<file path="src/sv/cdl_pkg.sv">
`timescale 1ns / 1ps
`default_nettype none

package cdl_pkg;

    // loop defaults
    localparam int TICK_SHIFT_DEF = 2;
    localparam int TIMER_BITS_DEF = 24;

    // widths of the serial units
    localparam int DIV_NUM_W = 80;
    localparam int USEC_W    = 20;

    localparam logic [USEC_W-1:0] USEC_PER_SEC = USEC_W'(1000000);

    // register indexes
    typedef enum logic [2:0] {
        REG_ENABLE  = 3'd0,
        REG_THRESH  = 3'd1,
        REG_PREC    = 3'd2,
        REG_PHASE   = 3'd3,
        REG_FREQ    = 3'd4,
        REG_TRACK   = 3'd5,
        REG_COMP    = 3'd6,
        REG_FACTOR  = 3'd7
    } t_reg_idx;

    // result status codes
    localparam logic [2:0] ST_DISABLED = 3'd0;
    localparam logic [2:0] ST_SLEWED   = 3'd1;
    localparam logic [2:0] ST_STEP     = 3'd2;
    localparam logic [2:0] ST_TICK     = 3'd3;
    localparam logic [2:0] ST_ZERO     = 3'd4;

    // register reset values
    localparam logic [46:0] THRESH_RST = 47'd549755814;
    localparam logic [12:0] PREC_RST   = 13'd1;
    localparam logic [4:0]  PHASE_RST  = 5'd8;
    localparam logic [4:0]  FREQ_RST   = 5'd10;
    localparam logic [4:0]  TRACK_RST  = 5'd8;
    localparam logic [4:0]  COMP_RST   = 5'd13;
    localparam logic [4:0]  FACTOR_RST = 5'd18;

endpackage

`default_nettype wire

</file>
<file path="src/sv/cdl_div.sv">
`timescale 1ns / 1ps
`default_nettype none

// restoring divider, one quotient bit per cycle
module cdl_div #(
    parameter int NW = cdl_pkg::DIV_NUM_W,
    parameter int DW = 88
) (
    input  wire logic          i_clk,
    input  wire logic          i_rst_n,
    input  wire logic          i_start,
    input  wire logic [NW-1:0] i_num,
    input  wire logic [DW-1:0] i_den,
    output logic               o_done,
    output logic [NW-1:0]      o_quo,
    output logic [DW-1:0]      o_rem
);
    localparam int CW = $clog2(NW + 1);

    logic [NW-1:0] r_q;
    logic [DW-1:0] r_r;
    logic [DW-1:0] r_d;
    logic [CW-1:0] r_cnt;
    logic          r_busy;
    logic          r_done;
    logic [DW:0]   trial;
    logic          take;

    assign trial = {r_r, r_q[NW-1]};
    assign take  = trial >= {1'b0, r_d};

    always_ff @(posedge i_clk) begin
        if (!i_rst_n) begin
            r_busy <= 1'b0;
            r_done <= 1'b0;
            r_cnt  <= '0;
        end else begin
            r_done <= 1'b0;
            if (i_start) begin
                r_busy <= 1'b1;
                r_q    <= i_num;
                r_r    <= '0;
                r_d    <= i_den;
                r_cnt  <= CW'(NW);
            end else if (r_busy) begin
                r_r   <= take ? DW'(trial - {1'b0, r_d}) : trial[DW-1:0];
                r_q   <= {r_q[NW-2:0], take};
                r_cnt <= r_cnt - 1'b1;
                if (r_cnt == CW'(1)) begin
                    r_busy <= 1'b0;
                    r_done <= 1'b1;
                end
            end
        end
    end

    assign o_done = r_done;
    assign o_quo  = r_q;
    assign o_rem  = r_r;
endmodule

`default_nettype wire

</file>
<file path="config.mk">
export PLATFORM = sky130hd
export DESIGN_NAME = cdl_div
export DESIGN_NICKNAME = d
export VERILOG_FILES = /design/src/sv/cdl_pkg.sv /design/src/sv/cdl_div.sv
export SDC_FILE = /design/constraint.sdc
export NUM_CORES = 1
export LEC_CHECK = 0
export BUFFER_PORTS_ARGS = -buffer_cell sky130_fd_sc_hd__buf_2
export CAP_MARGIN = 20
export CORE_ASPECT_RATIO = 0.75
export CORE_MARGIN = 4
export CORE_UTILIZATION = 55
export CTS_CLUSTER_SIZE = 28
export DETAILED_ROUTE_END_ITERATION = 8
export PLACE_DENSITY = 0.8
export SYNTH_ARGS = -nofsm -noshare
export SYNTH_HDL_FRONTEND = slang
export SYNTH_SLANG_ARGS = --single-unit
</file>
<file path="constraint.sdc">
create_clock -name i_clk -period 8.4 [get_ports i_clk]
set_input_delay 1.68 -clock i_clk [delete_from_list [all_inputs] [get_ports i_clk]]
set_output_delay 1.68 -clock i_clk [all_outputs]
set_load 0.005 [all_outputs]
</file>
# ---- Yosys cells after proc, flatten, opt, wreduce, memory -nomap -nowiden
# Cells that the tools add are included.
dict set report classes {
  addsub 2
  order_cmp 1
  eq_ne 1
  n_mux 10
  n_bitwise 2
  n_reduce_logical 5
}
# cell n
set ops {}
lappend ops {{88-bit two-way mux} 2}
lappend ops {{80-bit two-way mux} 2}
lappend ops {{89-bit by 88-bit greater-or-equal comparator with 1-bit output} 1}
lappend ops {{88-bit subtractor} 1}
lappend ops {{7-bit two-way mux} 2}
lappend ops {{7-bit by 1-bit equality test with 1-bit output, second input constant} 1}
lappend ops {{7-bit by 1-bit subtractor with 7-bit output, second input constant} 1}
lappend ops {{1-bit two-way mux} 4}
lappend ops {{2-bit AND reduction} 2}
lappend ops {{3-bit OR reduction} 1}
lappend ops {{1-bit NOT} 2}
lappend ops {{2-bit nonzero test} 1}
lappend ops {{2-bit OR reduction} 1}
dict set report totals {
  regBits 265
  in_bits 171
  elab_cells 28
}

# ---- Logic depth before layout (Yosys ltp)
# Gate-level depths: netlist (run 1).
dict set report depth {
  ltp_word 4
  mapped_depth 15
}

# ---- Least setup slack after synthesis (run 1)
# No wires, ideal clock.
dict set report synth_path {
  path_kind {in2reg}
  startpoint {in i_start}
  endpoint {reg r_q[0] (netlist: o_quo[0]), enable pin}
  setup_time_ns 0.543
  arrival_ns 6.001
  required_time_ns 7.857
  slack_ns 1.856
  stages 3
  cell_sequence {clkbuf_1 -> clkbuf_1 -> o21a_1}
}
dict set report synth_between {
  elab_chain_len 2
}
# element line
set synth_lines {}
lappend synth_lines {{start: declaration} cdl_div.sv:11} ;# input wire logic i_start,
lappend synth_lines {{2-bit nonzero test (no line)} --}
lappend synth_lines {{2-bit AND reduction (no line)} --}
lappend synth_lines {{end signal: assignment} cdl_div.sv:41} ;# r_q <= i_num;
lappend synth_lines {{end signal: assignment} cdl_div.sv:47} ;# r_q <= {r_q[NW-2:0], take};
lappend synth_lines {{end: declaration} cdl_div.sv:20} ;# logic [NW-1:0] r_q;
# No other way between the ends.
# A chain may end at the register's enable or synchronous reset.

# ---- Final worst setup path (run 1)
dict set report layout_path {
  startpoint {reg r_r[2] (netlist: o_rem[2])}
  endpoint {reg r_r[77] (netlist: o_rem[77]) (data pin)}
}
dict set report layout_between {
  elab_chain_len 3
  word_cells_on_any_way 4
  classes_between {1 x add/sub; 1 x order compare; 2 x mux}
}
# element line
set layout_lines {}
lappend layout_lines {{start: declaration} cdl_div.sv:21} ;# logic [DW-1:0] r_r;
lappend layout_lines {{start signal: assignment} cdl_div.sv:46} ;# r_r <= take ? DW'(trial - {1'b0, r_d}) : trial[DW-1:0];
lappend layout_lines {{88-bit subtractor / 89-bit by 88-bit greater-or-equal comparator with 1-bit output (equally long branches)} {cdl_div.sv:46, cdl_div.sv:30}}
lappend layout_lines {{88-bit two-way mux *} cdl_div.sv:46}
lappend layout_lines {{88-bit two-way mux *} cdl_div.sv:45} ;# end else if (r_busy) begin
# Mark *: on every way between the ends. The rest lies on a longest branch, timed or not. The select of a mux whose other input is x is not followed.

==> flow_summary_export.csv, run 1 <==
group,metric,value,unit
outcome,status,"finished, final reports clean",
worst_setup_path,worstSetupEndpointType,"register",
worst_setup_path,rr_worst_depth,12,
logic_synthesis,synth_area,0.0163,mm^2
floorplan,std_cell_rows,54,
pwr,swShare,0.322,
grt,grt_max_degree,100,
floorplan,dieHeight,157,um
floorplan,die_w,207,um
grt,grt_pass1_wl,70500,um
grt,antenna_found_initial,0,
grt,grt_pass1_vias,13068,
route,drt_iter0_markers,1569,
timing,finalCritPeriodShare,0.536,
pwr,ir_drop,0.176,mV
logic_synthesis,async_flop_share,0,
pwr,p_leak,8.17,nW
logic_synthesis,synth_top_family_by_area,"compound AO/OA/AOI/OAI gates",
worst_setup_path,required,8.82,ns
worst_setup_path,crit_fanout,99,
final_layout,drive_gt1_frac,0.247,
hold_path,worstHoldPathType,"reg2reg",
route,vias,13785,
final_layout,antenna_cells,0,
route,drt_wl_total,46300,um
clocking,clk_latency,0.56,ns
worst_setup_path,cp-start-kind,"register",
clocking,cts_sinks,265,
hold_path,min_path_cells,2,
placed_design,post-place-ws,4.04,ns
clocking,cts-buffers-inserted,27,
timing,setup_tns,0,ns
worst_setup_path,crit_end,"o_rem[77]",
route,dr.pass1.iters,5,
timing,finalSetupViolations,0,
logic_synthesis,synth-seq-area-share,0.483,
clocking,clockRootBuffer,"clkbuf_16",
final_layout,finalNonFillerCells,2321,
logic_synthesis,synth_xor_area_frac,0.0398,
floorplan,die_area,0.0325,mm^2
worst_setup_path,cp.arrival,4.92,ns
worst_setup_path,timing.rr.end,"o_rem[77]",
timing,setup_ws,3.90,ns
route,drc_errors,0,
worst_setup_path,rrSetupSlack,3.90,ns
grt,gr-total-overflow,0,
placed_design,io_buffers,339,
timing,fin_hold_ws,0.508,ns
final_layout,final_cell_mix,"buf_2, edfxtp_1, nand2_1",
timing,relSlewSlack,0.280,
timing,tightest_slew,1.08,ns
floorplan,start_util,0.560,
placed_design,dp_hpwl,34200,um
placed_design,routabilityCongestion,0.936,
route,avgViaCountPerCell,5.94,
grt,track_usage,0.270,
logic_synthesis,netlist-cell-type-count,73,
clocking,postCtsSetupBuffers,0,
logic_synthesis,yosys_most_used_dff,"edfxtp_1",
pwr,switchingPower,1.28,mW
clocking,cts_hold_buffers,0,
clocking,cts_resized,0,
worst_setup_path,crit_start,"o_rem[2]",
timing,rsz0062_at_grt,"no",
final_layout,final_common_cell,"buf_2",
pwr,p_int,2.70,mW
logic_synthesis,synthAdderAreaFrac,0.0703,
pwr,share_comb_of_total_power,0.290,
logic_synthesis,yosys.area_share.simple,0.126,
clocking,cts.clk_slew.worst_paths,0.07,ns
final_layout,syn_to_final_growth,17.0,%
timing,clock_skew,0.0136,ns
timing,drv_slew,0,
final_layout,nets,2174,
route,wl_per_cell,19.9,um
logic_synthesis,synth-edff-count,256,
logic_synthesis,synth_nets,1874,
pwr,pwr-share-clk,0.291,
logic_synthesis,yosysWarnings,0,
logic_synthesis,synth_seq_cells,265,
logic_synthesis,synth.avg_cell_area,10.1,um^2
pwr,p_per_area,209,mW/mm^2
floorplan,ios,340,
placed_design,placed_cells,2274,
timing,fin_crit,4.51,ns
timing,max_freq,0.222,GHz
clocking,ctsHtreeMaxLevel,1,
logic_synthesis,synth_compound_area_frac,0.175,
logic_synthesis,synthMuxAreaShare,0.0565,
worst_setup_path,criticalPathCategory,"reg2reg",
worst_setup_path,r2r_start,"o_rem[2]",
floorplan,coreArea,0.0291,mm^2
timing,hold_viol,0,
clocking,clock_path_buffers,3,
run,maxCapViolations,0,
route,drtAntennaViolNets,0,
pwr,pwr-share-seq,0.419,
logic_synthesis,synth_cells,1612,
clocking,tritoncts,"built",
cells in the mapped netlist, types with 25 or more instances:
| master | number | area (um^2) |
|---|---|---|
| xor2_1 | 31 | 272 |
| nor3_1 | 25 | 125 |
| a21o_1 | 57 | 428 |
| nor2_1 | 90 | 338 |
| a21oi_1 | 176 | 881 |
| xnor2_1 | 43 | 377 |
| mux2_2 | 80 | 901 |
| clkbuf_1 | 51 | 191 |
| nand2_1 | 183 | 687 |
| o21bai_1 | 25 | 188 |
| edfxtp_1 | 256 | 7690 |
| a211oi_1 | 26 | 195 |
| nand3_1 | 39 | 195 |
| inv_1 | 130 | 488 |
| o21ai_0 | 60 | 300 |
| nand4_1 | 37 | 231 |
| ha_1 | 90 | 1130 |
worst min path at each step:
| stage | start | endpoint | slack (ns) |
|---|---|---|---|
| 2_1_floorplan | r_cnt[1] | r_cnt[1] | 0.47 |
| 3_3_place_gp | r_cnt[1] | r_cnt[1] | 0.48 |
| 3_5_place_dp | r_cnt[1] | r_cnt[1] | 0.50 |
| 4_1_cts | r_cnt[1] | r_cnt[1] | 0.51 |
| 5_1_grt | r_cnt[1] | r_cnt[1] | 0.53 |
| 6_report | r_cnt[1] | r_cnt[1] | 0.51 |
registers in the layout, summed over array words and instances, names as in the netlist:
| register | cells |
|---|---|
| o_done | 1 |
| o_quo | 80 |
| o_rem | 88 |
| r_busy | 1 |
| r_cnt | 7 |
| r_d | 88 |
cells by family (layout without fill, tap and decap cells):
group,Yosys count,count (layout)
buffers and inverters,206,523
AOI/OAI and AO/OA,450,450
muxes,82,82
xor gates and xnor gates,74,74
adders and majority gates,91,91
and+or+nand+nor,444,444
DFF,265,265
routing by layer:
metal | up-vias | track usage | part of all wire
met4 | 0 | 0.0676 | 0.026
met3 | 84 | 0.0713 | 0.097
met5 | - | 0 | 0
li1 | 6533 | - | -
met1 | 6584 | 0.401 | 0.45
met2 | 584 | 0.395 | 0.43
cell type report:
class | instances | area (um^2)
clock inverter | 16 | 130
fill | 2400 | 10100
inverter | 131 | 493
multi-input combinational | 1141 | 7630
clock buffer | 30 | 687
timing repair buffer | 346 | 1760
sequential | 265 | 7870
tap | 392 | 490
critical path, cell delays in order (launching register included):
cell,delay (ns)
edfxtp_1,0.42
ha_1,0.40
nand3_1,0.12
o21bai_1,0.18
a211o_1,0.30
a21o_1,0.23
a211oi_2,0.38
o2111ai_1,0.23
a2111o_1,0.60
nand2_2,0.13
buf_4,0.81
o311ai_0,0.33
nand3_1,0.14
stage by stage:
step / utilization / cell area (um^2) / power, mW
floorplan: - / 16300 / 2.48
global placement: 0.626 / 18200 / 2.80
detailed placement: 0.626 / 18200 / 2.82
CTS: 0.654 / 19000 / 3.98
global route: 0.654 / 19100 / 4.18
finish: 0.654 / 19100 / 3.98
power groups by stage:
stage          registers, mW  logic (mW)  clock network (mW)
2_1_floorplan           1.69       0.792                   0
3_3_place_gp            1.69        1.11                   0
3_5_place_dp            1.69        1.13                   0
4_1_cts                 1.67        1.14                1.17
5_1_grt                 1.68        1.28                1.23
6_report                1.67        1.16                1.16
No activity file was read; power rests on OpenSTA's default activity.
==> inputs of run 2 (changes only) <==
- clock period: 8.4 -> 4.6 ns (I/O delays scaled with it)
==> run 2 against run 1 <==
Compared with the run above:
- critical path depth down 2
- clock-buffer cell count unchanged
- routed wire length is 2.1% higher
- via count up 1.0%
- setup slack lost 3.5 ns
- cell count increased by 0.56%
- register-to-register slack worse by 3.5 ns
- power rose by 90%
- design area rose by 1.1%
- sequential power is 82% higher
- critical endpoint is now o_rem[75]
==> flow_summary_export.csv, run 2 (synthesis results as in run 1) <==
group,metric,value,unit
final_layout,antenna_cells,0,
clocking,clk_latency,0.58,ns
pwr,p_per_area,392,mW/mm^2
outcome,status,"finished, final reports clean",
clocking,clock_path_buffers,3,
clocking,ctsHtreeMaxLevel,1,
pwr,ir_drop,0.300,mV
floorplan,std_cell_rows,54,
placed_design,routabilityCongestion,0.996,
grt,grt_pass1_vias,13141,
grt,gr-total-overflow,0,
pwr,pwr-share-clk,0.312,
final_layout,multiInputGateArea,0.00763,mm^2
timing,relSlewSlack,0.373,
pwr,share_comb_of_total_power,0.286,
pwr,p_int,5.12,mW
timing,max_freq,0.238,GHz
grt,grt_pass1_wl,72300,um
floorplan,start_util,0.560,
timing,fin_crit,4.20,ns
pwr,switchingPower,2.44,mW
route,avgViaCountPerCell,5.97,
clocking,cts_hold_buffers,0,
worst_setup_path,required,4.94,ns
clocking,postCtsSetupBuffers,0,
floorplan,die_area,0.0325,mm^2
route,vias,13924,
floorplan,ios,340,
timing,finalSetupViolations,0,
pwr,pwr-share-seq,0.402,
final_layout,final_common_cell,"buf_2",
timing,drv_slew,0,
final_layout,final_cell_mix,"buf_2, edfxtp_1, nand2_1",
pwr,total_power,7.56,mW
final_layout,drive_gt1_frac,0.255,
floorplan,coreArea,0.0291,mm^2
final_layout,final-seq-area,0.00787,mm^2
worst_setup_path,crit_fanout,33,
route,drt_iter0_markers,1607,
grt,antenna_found_initial,0,
placed_design,io_buffers,339,
placed_design,placed_area,0.0183,mm^2
route,drt_wl_total,47300,um
route,wl_per_cell,20.3,um
grt,track_usage,0.277,
worst_setup_path,worstSetupEndpointType,"register",
run,maxCapViolations,0,
final_layout,design_area,0.0193,mm^2
timing,hold_viol,0,
grt,grt_max_degree,118,
route,drtAntennaViolNets,0,
clocking,clockRootBuffer,"clkbuf_16",
placed_design,dp_hpwl,35100,um
floorplan,dieHeight,157,um
worst_setup_path,cp-start-kind,"register",
timing,clock_skew,0.0308,ns
clocking,cts-buffers-inserted,28,
clocking,cts_resized,0,
worst_setup_path,cp.arrival,4.54,ns
pwr,swShare,0.323,
final_layout,syn_to_final_growth,18.2,%
hold_path,worstHoldPathType,"reg2reg",
pwr,p_leak,8.25,nW
floorplan,die_w,207,um
timing,rsz0062_at_grt,"no",
timing,finalCritPeriodShare,0.913,
worst_setup_path,criticalPathCategory,"reg2reg",
timing,tightest_slew,0.941,ns
route,dr.pass1.iters,5,
clocking,tritoncts,"built",
final_layout,nFillCells,2310,
clocking,cts.clk_slew.worst_paths,0.07,ns
timing,setup_tns,0,ns
route,drc_errors,0,
clocking,cts_sinks,265,
final_layout,nets,2182,
-- run 2: cell types whose count changed in the layout (fill, tap and decap cells not counted), moves of 2 or more --
| cell | previous run | this run |
|---|---|---|
| clkinvlp_4 | 1 | 4 |
| clkinv_2 | 4 | 6 |
| bufinv_16 | 2 | 4 |
| inv_6 | 1 | 3 |
| clkinv_1 | 8 | 4 |
| buf_4 | 6 | 11 |
| buf_12 | 0 | 2 |
-- run 2: through the flow --
stage          cells  worst slack, ns   util  hold slack, ns
2_1_floorplan   1612            0.547      -           0.469
5_1_grt         2334            0.181  0.661           0.496
3_5_place_dp    2281            0.414  0.629           0.499
4_1_cts         2333            0.358  0.661           0.489
6_report        2334            0.398  0.661           0.502
3_3_place_gp    2281            0.597  0.629           0.481
-- run 2: worst paths after layout --
path              slack (ns)         to  cells after the start  startpoint
setup / recovery        0.40  o_rem[75]                     10    o_rem[2]
hold / removal          0.50   r_cnt[1]                      2    r_cnt[1]
setup reg to reg        0.40  o_rem[75]                     10    o_rem[2]
hold reg to reg         0.50   r_cnt[1]                      2    r_cnt[1]
-- run 2: per-layer routing --
layer	wire, um	GRT usage
met1	20800	0.421
met2	20500	0.403
met3	4800	0.0651
met4	1180	0.0642
met5	0	0
-- run 2: area by class of cell --
| cell class | instances | area share |
|---|---|---|
| Clock inverter | 22 | 0.0125 |
| Tap cell | 392 | 0.0255 |
| Multi-Input combinational cell | 1142 | 0.396 |
| Clock buffer | 30 | 0.0368 |
| Timing Repair Buffer | 352 | 0.0948 |
| Sequential cell | 265 | 0.408 |
| Inverter | 131 | 0.0256 |
-- run 2: power groups by stage --
stage               Sequential, mW  Clock (mW)  Combinational (mW)
finish                        3.04        2.36                2.16
CTS                           3.04        2.39                2.11
detailed placement            3.09           0                2.09
floorplan                     3.08           0                1.45
global route                  3.06        2.50                2.37
global placement              3.07           0                2.06
-- run 2: critical path: stages (launching register included) --
cell and delay (ns):
edfxtp_1 0.42, ha_1 0.40, nand3_1 0.13, o21bai_1 0.20, a211o_1 0.32, a21o_1 0.24
a211oi_2 0.39, o2111ai_1 0.26, a2111o_1 0.61, and2_2 0.54, a311o_1 0.47
